### config.mk
export PLATFORM = sky130hd
export DESIGN_NAME = icmp_reply_parser
export DESIGN_NICKNAME = d
export VERILOG_FILES = /design/src/hw/rtl/icmp_pkg.sv /design/src/hw/rtl/icmp_reply_parser.sv
export SDC_FILE = /design/constraint.sdc
export NUM_CORES = 1
export LEC_CHECK = 0
export BUFFER_PORTS_ARGS = -buffer_cell sky130_fd_sc_hd__buf_2
export CORE_MARGIN = 2
export CORE_UTILIZATION = 35
export CTS_BUF_LIST = sky130_fd_sc_hd__clkbuf_16
export DETAILED_ROUTE_END_ITERATION = 7
export HOLD_SLACK_MARGIN = 0.06
export MAX_ROUTING_LAYER = met4
export PLACE_DENSITY_LB_ADDON = 0.12
export SLEW_MARGIN = 0
export SYNTH_ARGS = -nofsm -noshare
export SYNTH_HDL_FRONTEND = slang
export SYNTH_SLANG_ARGS = --single-unit
### constraint.sdc
create_clock -name clk -period 8.7 [get_ports clk]
set_input_delay 0.435 -clock clk [delete_from_list [all_inputs] [get_ports clk]]
set_output_delay 0.435 -clock clk [all_outputs]
set_load 0.1 [all_outputs]
### src/hw/rtl/icmp_pkg.sv
// ----------------------------------------------------------------------------
// icmp_pkg
// Constants for the ICMP reply parser: message types, length bounds, field positions and the IHL helper.
// ----------------------------------------------------------------------------
package icmp_pkg;

  localparam logic [7:0] V4_ECHO_REPLY    = 8'd0;
  localparam logic [7:0] V4_ECHO_REQUEST  = 8'd8;
  localparam logic [7:0] V4_TIME_EXCEEDED = 8'd11;
  localparam logic [7:0] V6_ECHO_REPLY    = 8'd129;
  localparam logic [7:0] V6_ECHO_REQUEST  = 8'd128;
  localparam logic [7:0] V6_TIME_EXCEEDED = 8'd3;

  // ICMP header + minimal inner IPv4 header + inner ICMP header
  localparam logic [16:0] V4_TE_MIN = 17'd36;
  // ICMPv6 header + unused word + inner IPv6 header + inner ICMPv6 header
  localparam logic [16:0] V6_TE_MIN = 17'd56;
  localparam logic [16:0] V4_MIN_LEN = 17'd20;
  localparam logic [16:0] V6_MIN_LEN = 17'd8;
  localparam logic [16:0] ICMP_HDR_LEN = 17'd8;

  localparam logic [15:0] OFFSET_MAX = 16'hffff;

  // IPv4 source address byte positions
  localparam logic [15:0] SRC_OFF_0 = 16'd12;
  localparam logic [15:0] SRC_OFF_3 = 16'd15;

  // fixed ICMPv6 field positions
  localparam logic [15:0] V6_OFF_ID_HI    = 16'd4;
  localparam logic [15:0] V6_OFF_INNER_TY = 16'd48;
  localparam logic [15:0] V6_OFF_INNER_ID = 16'd52;

  // IHL nibble to header length in bytes
  function automatic logic [5:0] ihl_bytes(input logic [7:0] b);
    ihl_bytes = {b[3:0], 2'b00};
  endfunction

endpackage

### src/hw/rtl/icmp_reply_parser.sv
// ----------------------------------------------------------------------------
// icmp_reply_parser
// Byte-stream parser that recognizes ICMP echo replies and time-exceeded
// messages carrying an echo request, and reports identifier, sequence and IPv4 source.
// ----------------------------------------------------------------------------
//
//   channel   dir   tdata                              tuser                  tlast
//   s_*       in    [7:0] data_byte                    [0] is_ipv6            last_byte
//   m_*       out   [15:0] id, [31:16] seq, [63:32]    [0] valid_res,         -
//                   source_ipv4                        [1] ttl_expired
//
// One byte is accepted per clock while s_tready is high; captures are done
// by offset compares, and the final checks between the parse and result registers.
// A result is produced only for a byte accepted with tlast set, in the next cycle.
// The result register holds while m_tready is low; s_tready drops only when
// it is full and not being taken.
// rst is synchronous and clears the parse state and the result valid flag.
module icmp_reply_parser (
  input  logic        clk,
  input  logic        rst,
  input  logic        s_tvalid,
  output logic        s_tready,
  input  logic [7:0]  s_tdata,   // [7:0] data_byte
  input  logic        s_tlast,
  input  logic        s_tuser,   // [0] is_ipv6
  output logic        m_tvalid,
  input  logic        m_tready,
  output logic [63:0] m_tdata,   // [15:0] echo_identifier, [31:16] echo_sequence,
                                 // [63:32] source_ipv4
  output logic [1:0]  m_tuser    // [0] valid_res, [1] ttl_expired
);

  logic [15:0] byte_offset;
  logic        packet_family_v6;
  logic [5:0]  outer_header_len;
  logic [5:0]  inner_header_len;
  logic [7:0]  message_type;
  logic [7:0]  message_code;
  logic [15:0] reply_identifier;
  logic [15:0] reply_sequence;
  logic [7:0]  inner_type;
  logic [15:0] inner_identifier;
  logic [15:0] inner_sequence;
  logic [31:0] source_address;

  logic        packet_family_v6_next;
  logic [5:0]  outer_header_len_next;
  logic [5:0]  inner_header_len_next;
  logic [7:0]  message_type_next;
  logic [7:0]  message_code_next;
  logic [15:0] reply_identifier_next;
  logic [15:0] reply_sequence_next;
  logic [7:0]  inner_type_next;
  logic [15:0] inner_identifier_next;
  logic [15:0] inner_sequence_next;
  logic [31:0] source_address_next;

  logic        accept;
  logic        first;
  logic [15:0] base;
  logic [15:0] inner_base;
  logic [16:0] pkt_len;
  logic [16:0] msg_len;
  logic        res_valid;
  logic        res_te;
  logic [15:0] res_id;
  logic [15:0] res_seq;
  logic [31:0] res_src;

  assign s_tready = !m_tvalid || m_tready;
  assign accept   = s_tvalid && s_tready;
  assign first    = (byte_offset == 16'd0);

  // field captures for the current byte
  always_comb begin
    packet_family_v6_next = first ? s_tuser : packet_family_v6;
    outer_header_len_next = first ? icmp_pkg::ihl_bytes(s_tdata) : outer_header_len;
    inner_header_len_next = inner_header_len;
    message_type_next     = message_type;
    message_code_next     = message_code;
    reply_identifier_next = reply_identifier;
    reply_sequence_next   = reply_sequence;
    inner_type_next       = inner_type;
    inner_identifier_next = inner_identifier;
    inner_sequence_next   = inner_sequence;
    source_address_next   = source_address;
    base                  = {10'd0, outer_header_len_next};
    inner_base            = 16'd0;

    if (packet_family_v6_next) begin
      if (first) message_type_next = s_tdata;
      if (byte_offset == icmp_pkg::V6_OFF_ID_HI) reply_identifier_next[15:8] = s_tdata;
      if (byte_offset == icmp_pkg::V6_OFF_ID_HI + 16'd1) reply_identifier_next[7:0] = s_tdata;
      if (byte_offset == icmp_pkg::V6_OFF_ID_HI + 16'd2) reply_sequence_next[15:8] = s_tdata;
      if (byte_offset == icmp_pkg::V6_OFF_ID_HI + 16'd3) reply_sequence_next[7:0] = s_tdata;
      if (byte_offset == icmp_pkg::V6_OFF_INNER_TY) inner_type_next = s_tdata;
      if (byte_offset == icmp_pkg::V6_OFF_INNER_ID) inner_identifier_next[15:8] = s_tdata;
      if (byte_offset == icmp_pkg::V6_OFF_INNER_ID + 16'd1) inner_identifier_next[7:0] = s_tdata;
      if (byte_offset == icmp_pkg::V6_OFF_INNER_ID + 16'd2) inner_sequence_next[15:8] = s_tdata;
      if (byte_offset == icmp_pkg::V6_OFF_INNER_ID + 16'd3) inner_sequence_next[7:0] = s_tdata;
    end else begin
      if (byte_offset >= icmp_pkg::SRC_OFF_0 && byte_offset <= icmp_pkg::SRC_OFF_3) begin
        unique case (byte_offset[1:0])
          2'd0: source_address_next[31:24] = s_tdata;
          2'd1: source_address_next[23:16] = s_tdata;
          2'd2: source_address_next[15:8]  = s_tdata;
          2'd3: source_address_next[7:0]   = s_tdata;
        endcase
      end
      if (byte_offset == base) message_type_next = s_tdata;
      if (byte_offset == base + 16'd1) message_code_next = s_tdata;
      if (byte_offset == base + 16'd4) reply_identifier_next[15:8] = s_tdata;
      if (byte_offset == base + 16'd5) reply_identifier_next[7:0] = s_tdata;
      if (byte_offset == base + 16'd6) reply_sequence_next[15:8] = s_tdata;
      if (byte_offset == base + 16'd7) reply_sequence_next[7:0] = s_tdata;
      if (byte_offset == base + 16'd8) inner_header_len_next = icmp_pkg::ihl_bytes(s_tdata);
      // inner header length written on this byte already moves the inner base
      inner_base = base + 16'd8 + {10'd0, inner_header_len_next};
      if (byte_offset == inner_base) inner_type_next = s_tdata;
      if (byte_offset == inner_base + 16'd4) inner_identifier_next[15:8] = s_tdata;
      if (byte_offset == inner_base + 16'd5) inner_identifier_next[7:0] = s_tdata;
      if (byte_offset == inner_base + 16'd6) inner_sequence_next[15:8] = s_tdata;
      if (byte_offset == inner_base + 16'd7) inner_sequence_next[7:0] = s_tdata;
    end
  end

  // end-of-packet checks
  always_comb begin
    pkt_len   = {1'b0, byte_offset} + 17'd1;
    msg_len   = pkt_len - {11'd0, outer_header_len_next};
    res_valid = 1'b0;
    res_te    = 1'b0;
    res_id    = 16'd0;
    res_seq   = 16'd0;
    res_src   = 32'd0;
    if (packet_family_v6_next) begin
      if (pkt_len >= icmp_pkg::V6_MIN_LEN) begin
        priority if (message_type_next == icmp_pkg::V6_ECHO_REPLY) begin
          res_valid = 1'b1;
          res_id    = reply_identifier_next;
          res_seq   = reply_sequence_next;
        end else if (message_type_next == icmp_pkg::V6_TIME_EXCEEDED &&
                     pkt_len >= icmp_pkg::V6_TE_MIN &&
                     inner_type_next == icmp_pkg::V6_ECHO_REQUEST) begin
          res_valid = 1'b1;
          res_te    = 1'b1;
          res_id    = inner_identifier_next;
          res_seq   = inner_sequence_next;
        end
      end
    end else if (pkt_len >= icmp_pkg::V4_MIN_LEN &&
                 {11'd0, outer_header_len_next} <= pkt_len) begin
      res_src = source_address_next;
      if (msg_len >= icmp_pkg::ICMP_HDR_LEN) begin
        priority if (message_type_next == icmp_pkg::V4_ECHO_REPLY) begin
          res_valid = 1'b1;
          res_id    = reply_identifier_next;
          res_seq   = reply_sequence_next;
        end else if (message_type_next == icmp_pkg::V4_TIME_EXCEEDED &&
                     message_code_next == 8'd0 &&
                     msg_len >= icmp_pkg::V4_TE_MIN &&
                     ({11'd0, inner_header_len_next} + 17'd16) <= msg_len &&
                     inner_type_next == icmp_pkg::V4_ECHO_REQUEST) begin
          res_valid = 1'b1;
          res_te    = 1'b1;
          res_id    = inner_identifier_next;
          res_seq   = inner_sequence_next;
        end
      end
    end
  end

  always_ff @(posedge clk) begin
    if (rst || (accept && s_tlast)) begin
      // drop all parse state so the next byte opens a new packet
      byte_offset      <= 16'd0;
      packet_family_v6 <= 1'b0;
      outer_header_len <= 6'd0;
      inner_header_len <= 6'd0;
      message_type     <= 8'd0;
      message_code     <= 8'd0;
      reply_identifier <= 16'd0;
      reply_sequence   <= 16'd0;
      inner_type       <= 8'd0;
      inner_identifier <= 16'd0;
      inner_sequence   <= 16'd0;
      source_address   <= 32'd0;
    end else if (accept) begin
      if (byte_offset != icmp_pkg::OFFSET_MAX) byte_offset <= byte_offset + 16'd1;
      packet_family_v6 <= packet_family_v6_next;
      outer_header_len <= outer_header_len_next;
      inner_header_len <= inner_header_len_next;
      message_type     <= message_type_next;
      message_code     <= message_code_next;
      reply_identifier <= reply_identifier_next;
      reply_sequence   <= reply_sequence_next;
      inner_type       <= inner_type_next;
      inner_identifier <= inner_identifier_next;
      inner_sequence   <= inner_sequence_next;
      source_address   <= source_address_next;
    end
  end

  always_ff @(posedge clk) begin
    if (rst) begin
      m_tvalid <= 1'b0;
    end else if (accept && s_tlast) begin
      m_tvalid <= 1'b1;
    end else if (m_tready) begin
      m_tvalid <= 1'b0;
    end
  end

  always_ff @(posedge clk) begin
    if (accept && s_tlast) begin
      m_tdata <= {res_src, res_seq, res_id};
      m_tuser <= {res_te, res_valid};
    end
  end

  a_last_gives_result : assert property (@(posedge clk) disable iff (rst)
    accept && s_tlast |=> m_tvalid)
    else $error("last byte accepted without a result");

  a_last_clears_offset : assert property (@(posedge clk) disable iff (rst)
    accept && s_tlast |=> byte_offset == 16'd0)
    else $error("parse offset not cleared after end of packet");

  a_invalid_is_zero : assert property (@(posedge clk) disable iff (rst)
    m_tvalid && !m_tuser[0] |-> m_tdata[31:0] == 32'd0 && !m_tuser[1])
    else $error("invalid result carries identifier, sequence or type");

  a_stall_blocks_input : assert property (@(posedge clk) disable iff (rst)
    m_tvalid && !m_tready |-> !s_tready)
    else $error("input taken while result is stalled");

endmodule
==> results, run 1 <==
- In this run, synthesis inferred 66 flip-flops with an integrated enable.
- The global router's overall resource usage is 0.2050.
- CTS saw 216 sinks.
- The synthesis-to-finish area growth is 12.33%.
- Detailed placement finished with a half-perimeter wire length of 26,680 um.
- The transition time of the tightest slew-check pin is 1.054 ns.
- The number of global-route vias before repair was 10,598.
- The yosys synthesis warning count is 0.
- The run finished with clean final reports.
- The total buffers and inverters traversed by the critical path is 5.
- Entering global routing, the biggest net connects 78 pins.
- In this run the static leakage power is 5.460 nW.
- The async set-reset flop share out of synthesis is 0.
- The y dimension of the die is 199.3 um.
- The worst setup path is launched from a flip-flop.
- Data on the critical path arrives at its endpoint at 8.47 ns.
- Of the cells placed in the final design, the portion with a size suffix greater than 1 is 0.1495.
- In this run the core area contains 71 standard-cell rows.
- After synthesis, the cell types taking the most area are sky130_fd_sc_hd__dfxtp_1 (22%), sky130_fd_sc_hd__edfxtp_1 (15%), sky130_fd_sc_hd__mux2i_1 (13%).
- The most used flip-flop cell after synthesis is sky130_fd_sc_hd__dfxtp_1.
- The pre-antenna-repair detailed-routing pass consisted of 5 iterations.
- The standard cell core area is 37,580 um^2.
- The clock insertion delay at the later pin of the skew report is 0.55 ns.
- The maximum clock insertion buffer count is 3.
- For this block, the initial DRC count from the detailed router was 562.
- The total of fill cells in the finished design is 3,834.
- The die is 199.3 um wide.
- The smallest clock period supported by the final layout is computed as 8.117 ns.
- In the routed design, unresolved DRC markers number 0.
- The mean number of vias per cell is 5.371.
- The flip-flop and latch count after synthesis is 216.
- The final number of setup-violating endpoints is 0.
- The family with the most delay on the worst path is simple AND/OR/NAND/NOR gates.
- The largest stage delay on the critical path is 0.57 ns.
- Along the worst path, the maximum fanout reaches 17.
- The remaining antenna violation count after routing is 0.
- The detailed-route wire length per cell is 19.32 um.
- The final hold violation count came to 0.
- Data on the critical path is required at its endpoint by 9.05 ns.
- Across the run, the number of max-cap violations was 0.
- The total wire length after detailed routing is 39,080 um.
- The clock arrives with 0.02118 ns of skew.
- The clock tree from TritonCTS is yes.
- After layout, the design draws a total of 0.002665 W.
- The class of the worst hold path is input port to flip-flop.
- The number of distinct library cells after synthesis is 90.
- The area share of the largest cell type after synthesis is 0.2249.
- The clock-pin slew on the worst setup and hold paths is 0.06 ns.
- The power density over the cells is 177.7 nW/um^2.
- The post-synth design cell area is 13,350 um^2.
- The number of diodes added for antenna fixing is 0.
- The number of antenna violations at the first check in global routing came to 0.
- The mean post-synth cell area is 9.132 um^2.
- After the last flow step, the layout net total stands at 1,547.
- By instance count, the leading cell after synthesis is sky130_fd_sc_hd__mux2i_1.
- CTS built an H-tree with a depth of 1.
- Synthesis handed over a netlist of 1,462 instances.
- For this run, the register share of the synthesized area comes to 0.3734.
- On the critical path, the stage with the largest delay is an instance of sky130_fd_sc_hd__or3b_2.
- Across all layers, the routed design uses 10,866 vias.
- The worst hold slack across all endpoints is 0.1697 ns.
- The routability-driven placement congestion ratio is 0.9368.
- The wire length of the first global-routing pass is 62,020 um.
- The die area is 39,720 um^2.
- Setup repair after global routing left no endpoint under its margin.
- The number of top-level design ports is 82.
- The number of buffers added by the clock tree synthesis step is 27.
- Once layout is complete, the utilization of the core stands at 0.3991.
- For this configuration, the core starts out at a cell density of 0.3553.
- Port buffering added 81 buffers.
- In the finished design, the share of the clock period the worst path needs comes to 0.9329.
- The total congestion overflow is 0.
- The maximum frequency from static timing analysis is 0.1232 GHz.
- The worst setup path is captured at a flip-flop.
- Synthesis produced a netlist with a net count of 1,517.
- The normalized max-slew margin is 0.2964.
- The setup total negative slack is 0 ns.
- The top cell type by total area after synthesis is sky130_fd_sc_hd__dfxtp_1.
- IR analysis of the VDD net gives a maximum drop of 0.1337 mV.
- By startpoint and endpoint, the worst setup path is classified as flip-flop to flip-flop.
- Sorting the synthesized cells by how often they occur yields sky130_fd_sc_hd__mux2i_1 (180), sky130_fd_sc_hd__nor2_1 (155), sky130_fd_sc_hd__dfxtp_1 (150).
- The count of cells resized by post-cts repair is 0.
- The max-slew violation count is 0.
- In this run the clock root is driven by a sky130_fd_sc_hd__clkbuf_16.
==> path summary, 6_finish.rpt <==
check                                        end                           start  cells after the start  slack, ns
hold / removal             m_tvalid$_SDFFE_PP0P_                         s_tlast                      3       0.17
setup / recovery           m_tdata[17]$_DFFE_PP_     byte_offset[1]$_SDFFE_PP0P_                     25       0.58
hold reg to reg   reply_sequence[4]$_SDFFE_PP0P_  reply_sequence[4]$_SDFFE_PP0P_                      2       0.45
setup reg to reg           m_tdata[17]$_DFFE_PP_     byte_offset[1]$_SDFFE_PP0P_                     25       0.58
==> kinds of logic (layout without fill, tap and decap cells) <==
logic type | Yosys count | in the layout | share of synthesized area
adders and majority gates | 42 | 42 | 0.04030
buffers and inverters | 144 | 194 | 0.04414
AOI/OAI and AO/OA | 246 | 246 | 0.1455
xor gates and xnor gates | 71 | 71 | 0.05070
muxes | 191 | 191 | 0.1445
and+or+nand+nor | 552 | 552 | 0.2015
DFF | 216 | 216 | 0.3734
==> tightest hold or removal path, delay by kind of cell <==
family	cells	cell delay [ns]
simple gates	1	0.07
buf+inv	1	0.10
compound gates	1	0.07
==> stage by stage <==
step	setup slack, ns	std cells	cell area (um^2)
floorplan	1.401	1462	13350
finish	0.5835	2023	15000
global route	0.1493	2023	15000
detailed placement	0.7011	1973	14200
CTS	0.6509	2023	15000
global placement	0.8851	1973	14200
==> flip-flops by register name (all words and copies together) (netlist names) <==
| signal | count |
|---|---|
| reply_sequence | 16 |
| m_tuser | 2 |
| m_tvalid | 1 |
| inner_type | 8 |
| inner_identifier | 16 |
| byte_offset | 16 |
| packet_family_v6 | 1 |
| source_address | 32 |
| inner_header_len | 6 |
| m_tdata | 64 |
| inner_sequence | 16 |
| outer_header_len | 6 |
| reply_identifier | 16 |
| message_code | 8 |
| message_type | 8 |
==> cell type report <==
| type | count | area [um^2] | share of cell area |
|---|---|---|---|
| Multi-Input combinational cell | 1102 | 7823 | 0.5216 |
| Sequential cell | 216 | 4985 | 0.3324 |
| Clock buffer | 27 | 675.6 | 0.04505 |
| Timing Repair Buffer | 113 | 648.1 | 0.04322 |
| Tap cell | 511 | 639.4 | 0.04263 |
| Inverter | 32 | 120.1 | 0.008009 |
| Clock inverter | 22 | 106.4 | 0.007092 |
==> layer usage <==
layer,global-route usage,vias to the layer above,share of wire
met5,-,-,0
met4,0.05666,0,0.027
met3,0.02380,67,0.036
met2,0.3220,227,0.45
met1,0.2790,5222,0.48
li1,-,5350,-
==> layout by cell type, fill, tap and decap left out, types with 12 or more instances in the layout <==
cell type / Yosys / layout
sky130_fd_sc_hd__dfxtp_1: 150 / 150
sky130_fd_sc_hd__clkbuf_16: 0 / 27
sky130_fd_sc_hd__o32ai_2: 28 / 28
sky130_fd_sc_hd__nand2_1: 144 / 144
sky130_fd_sc_hd__edfxtp_1: 66 / 66
sky130_fd_sc_hd__xor2_1: 19 / 19
sky130_fd_sc_hd__buf_4: 2 / 31
sky130_fd_sc_hd__ha_1: 39 / 39
sky130_fd_sc_hd__inv_1: 32 / 41
sky130_fd_sc_hd__nand4_1: 19 / 19
sky130_fd_sc_hd__o21ai_0: 17 / 17
sky130_fd_sc_hd__nand2b_1: 12 / 12
sky130_fd_sc_hd__buf_2: 15 / 81
sky130_fd_sc_hd__and3_1: 12 / 12
sky130_fd_sc_hd__a21oi_1: 88 / 88
sky130_fd_sc_hd__mux2i_1: 180 / 180
sky130_fd_sc_hd__and2_1: 24 / 23
sky130_fd_sc_hd__nor2_1: 155 / 154
sky130_fd_sc_hd__nand3_1: 82 / 82
sky130_fd_sc_hd__xnor2_1: 48 / 48
sky130_fd_sc_hd__nor3_1: 23 / 23
==> where the power goes <==
group	total (W)	internal [W]	switching, W
combinational	0.000603	0.000188	0.000414
sequential	0.00106	0.00105	0.0000117
clock	0.000998	0.000561	0.000437
==> what timing repair did <==
item / CTS / global route
buffers inserted: 0 / 0
hold buffers: 1 / 0
endpoints found under the hold margin: 1 / 0
Note: power is estimated with default switching activity, not from simulation.
==> run 2: changes to the inputs <==
--- a/config.mk
+++ b/config.mk
@@ -5,11 +5,11 @@
 export SDC_FILE = /design/constraint.sdc
 export NUM_CORES = 1
 export LEC_CHECK = 0
-export BUFFER_PORTS_ARGS = -buffer_cell sky130_fd_sc_hd__buf_2
 export CORE_MARGIN = 2
 export CORE_UTILIZATION = 35
 export CTS_BUF_LIST = sky130_fd_sc_hd__clkbuf_16
 export DETAILED_ROUTE_END_ITERATION = 7
+export DONT_BUFFER_PORTS = 1
 export HOLD_SLACK_MARGIN = 0.06
 export MAX_ROUTING_LAYER = met4
 export PLACE_DENSITY_LB_ADDON = 0.12
==> constraint.sdc (replaced) <==
create_clock -name clk -period 7.76 [get_ports clk]
set_input_delay 0.388 -clock clk [delete_from_list [all_inputs] [get_ports clk]]
set_output_delay 0.388 -clock clk [all_outputs]
set_load 0.1 [all_outputs]
==> run 2 against run 1 <==
Non-clock buffer count decreased by 64. Critical path depth grew 1. Power grew 11%. Register-to-register slack got worse by 0.13 ns. Count of clock-buffer cells in the layout is 1 lower. Die area unchanged. First-iteration DRC count increased by 38%. Core utilization fell by 0.68 points.
==> results, run 2 (synthesis results as in run 1) <==
- The run finished with clean final reports.
- The highest net fanout along the worst path is 11.
- The library cell used most frequently in the layout, excluding fill and tap cells, is sky130_fd_sc_hd__mux2i_1.
- In the final design database the tool counted 1,482 nets.
- Across every metal layer, demand over resource in global routing totals 0.2186.
- The tightest min-delay check is of the input port to flip-flop type.
- The initial core utilization is 0.3553.
- The design draws 0.002957 W.
- Buffers placed on the I/O ports in this run total 0.
- The register-to-register setup slack is 0.46 ns.
- The max-slew violation count is 0.
- Before antenna repair, the detailed router went through 5 iterations.
- Global routing finished with a remaining overflow of 0.
- The row count is 71.
- The worst path in the final design needs a cycle of 7.303 ns, including I/O delays and setup.
- The die is 199.3 um wide.
- By instance count, the cell type seen most on the critical path is sky130_fd_sc_hd__ha_1.
- The routing usage on met3 is 0.02802.
- The slowest stage of the critical path belongs to the cell sky130_fd_sc_hd__nor4_2.
- For this design the static power due to leakage is 5.184 nW.
- The remaining antenna violation count after routing is 0.
- The wire length of the first global-routing pass is 64,790 um.
- The floorplan step defined a die boundary enclosing 39,720 um^2.
- The setup total negative slack is 0 ns.
- Ranked by flip-flop count, first place goes to m_tdata.
- The number of global-route vias before repair is 10,456.
- The routability-driven placement congestion ratio is 0.9108.
- The data arrival time of the critical path is 7.59 ns.
- Compared with the post-synthesis result, the final layout area differs by 10.41%.
- The library cells used most frequently in the layout, excluding fill and tap cells, are sky130_fd_sc_hd__mux2i_1 (180), sky130_fd_sc_hd__nor2_1 (154), sky130_fd_sc_hd__dfxtp_1 (150).
- The final hold violation count is 0.
- The category of the most critical setup path is flip-flop to flip-flop.
- Max-cap violations in this run came to 0.
- The critical register-to-register path startpoint is byte_offset[5]$_SDFFE_PP0P_.
- The global routing met1 resource utilization is 0.2987.
- The clock insertion delay at the later pin of the skew report is 0.57 ns.
- The sink count of the clock tree is 216.
- The transition time of the tightest slew-check pin is 1.223 ns.
- After legalization and detailed placement, the total HPWL measured 26,400 um.
- STA classifies the critical path startpoint as a flip-flop.
- The detailed router finished its first iteration with 778 violations.
- The worst-case vdd ir drop is 0.1391 mV.
- The start point of the worst hold path is s_tdata[1].
- The die is 199.3 um tall.
- Setup violations remaining at the end of the flow were counted as 0.
- Derived from the worst setup path, the maximum achievable clock frequency is 0.1369 GHz.
- The total wire length after detailed routing is 42,340 um.
- The power density over the cells is 200.6 nW/um^2.
- TritonCTS built the clock tree.
- For this run, the slowest stage of the critical path takes 0.77 ns.
- The number of top-level design ports is 82.
- In this run the worst setup path begins at byte_offset[5]$_SDFFE_PP0P_.
- Dividing the detail-routed via count by the number of cells gives 5.546.
- Setup repair after global routing left no endpoint under its margin.
- Across the routed clock network, the largest skew measured is 0.02419 ns.
- The endpoint type of the worst setup path is a flip-flop.
- The normalized max-slew margin is 0.1823.
- Entering global routing, the biggest net connects 84 pins.
- The layout has 3,719 filler cells.
- Of the available clock period, the critical path in the final layout requires 0.9411.
- Together, buffers and inverters on the worst path number 3.
- The met2 track demand over resource in global routing is 0.3453.
- The number of antenna violations at the first check in global routing is 1.
- The share of final-layout standard cells stronger than drive strength 1 is 0.1064.
- The clock-pin slew on the worst setup and hold paths is 0.06 ns.
- The detailed-route wire length per cell is 21.61 um.
- The number of clock buffers added by TritonCTS is 26.
- In the final layout, the registers with the most flip-flops are m_tdata: 64 flops, source_address: 32 flops.
- The DRC violation count after routing is 0.
- The maximum clock insertion buffer count is 3.
- The H-tree depth is 1.
- The layer with the highest usage after global routing is met2.
- The CTS root buffer is sky130_fd_sc_hd__clkbuf_16.
- The core region is 37,580 um^2.
- The register with the most flip-flops in the layout has 64 of them.
- The family with the most delay on the worst path is simple AND/OR/NAND/NOR gates.
- The via count is 10,864.
- STA puts the critical path data required time at 8.05 ns.
==> run 2: per-stage QoR <==
step	worst slack (ns)	std cells	util	hold WS, ns	area [um^2]
3_3_place_gp	0.3218	1899	0.3686	0.4379	13850
5_1_grt	0.05816	1958	0.3922	0.08118	14740
3_5_place_dp	0.4307	1899	0.3686	0.4422	13850
2_1_floorplan	0.4610	1462	-	0.4264	13350
6_report	0.4574	1959	0.3923	0.08974	14740
4_1_cts	0.3677	1958	0.3917	0.06278	14720
==> run 2: layer usage <==
layer  up-vias  routed length [um]
met5         -                   0
met4         0                 791
met3        57                2143
met2       264               19290
met1      5336               20120
li1       5207                   -
==> run 2: report_power, final <==
part	leakage (nW)	switching, W	internal [W]
clock network	0.403	0.000498	0.000605
registers	1.86	0.0000934	0.00118
logic	2.93	0.000371	0.000208
total	5.18	0.000963	0.00199
==> run 2: worst register-to-register path: cells and delay by family, from the launching register on <==
| kind | cells | cell delay, ns |
|---|---|---|
| adders and majority gates | 3 | 0.94 |
| AOI/OAI and AO/OA | 6 | 1.32 |
| muxes | 2 | 0.65 |
| buffers and inverters | 3 | 0.37 |
| and+or+nand+nor | 10 | 3.01 |
| xor gates and xnor gates | 2 | 0.43 |
| DFF | 1 | 0.31 |
==> run 2: worst paths after layout <==
kind | end | depth (start not counted)
setup / recovery | m_tdata[20]$_DFFE_PP_ | 26
hold / removal | m_tdata[41]$_SDFFCE_PP0P_ | 2
setup reg to reg | m_tdata[20]$_DFFE_PP_ | 26
hold reg to reg | inner_type[4]$_SDFFE_PP0P_ | 2
==> run 2: area by class of cell <==
cell class,instances,area (um^2),share of cell area
flip-flops and latches,216,4985,0.3382
well taps,511,639.4,0.04337
clock inverters,22,106.4,0.007215
clock buffers,26,650.6,0.04414
diodes,1,2.502,0.0001698
multi-input cells,1102,7841,0.5320
repair buffers,49,395.4,0.02682
inverters,32,120.1,0.008149
==> run 2: repair_timing <==
| item | 4_1_cts | 5_1_grt |
|---|---|---|
| hold buffers | 11 | 0 |
| gates resized for setup | 0 | 3 |
| hold endpoints to repair | 128 | 0 |
| setup endpoints to repair | 0 | 22 |
| setup buffers | 0 | 0 |
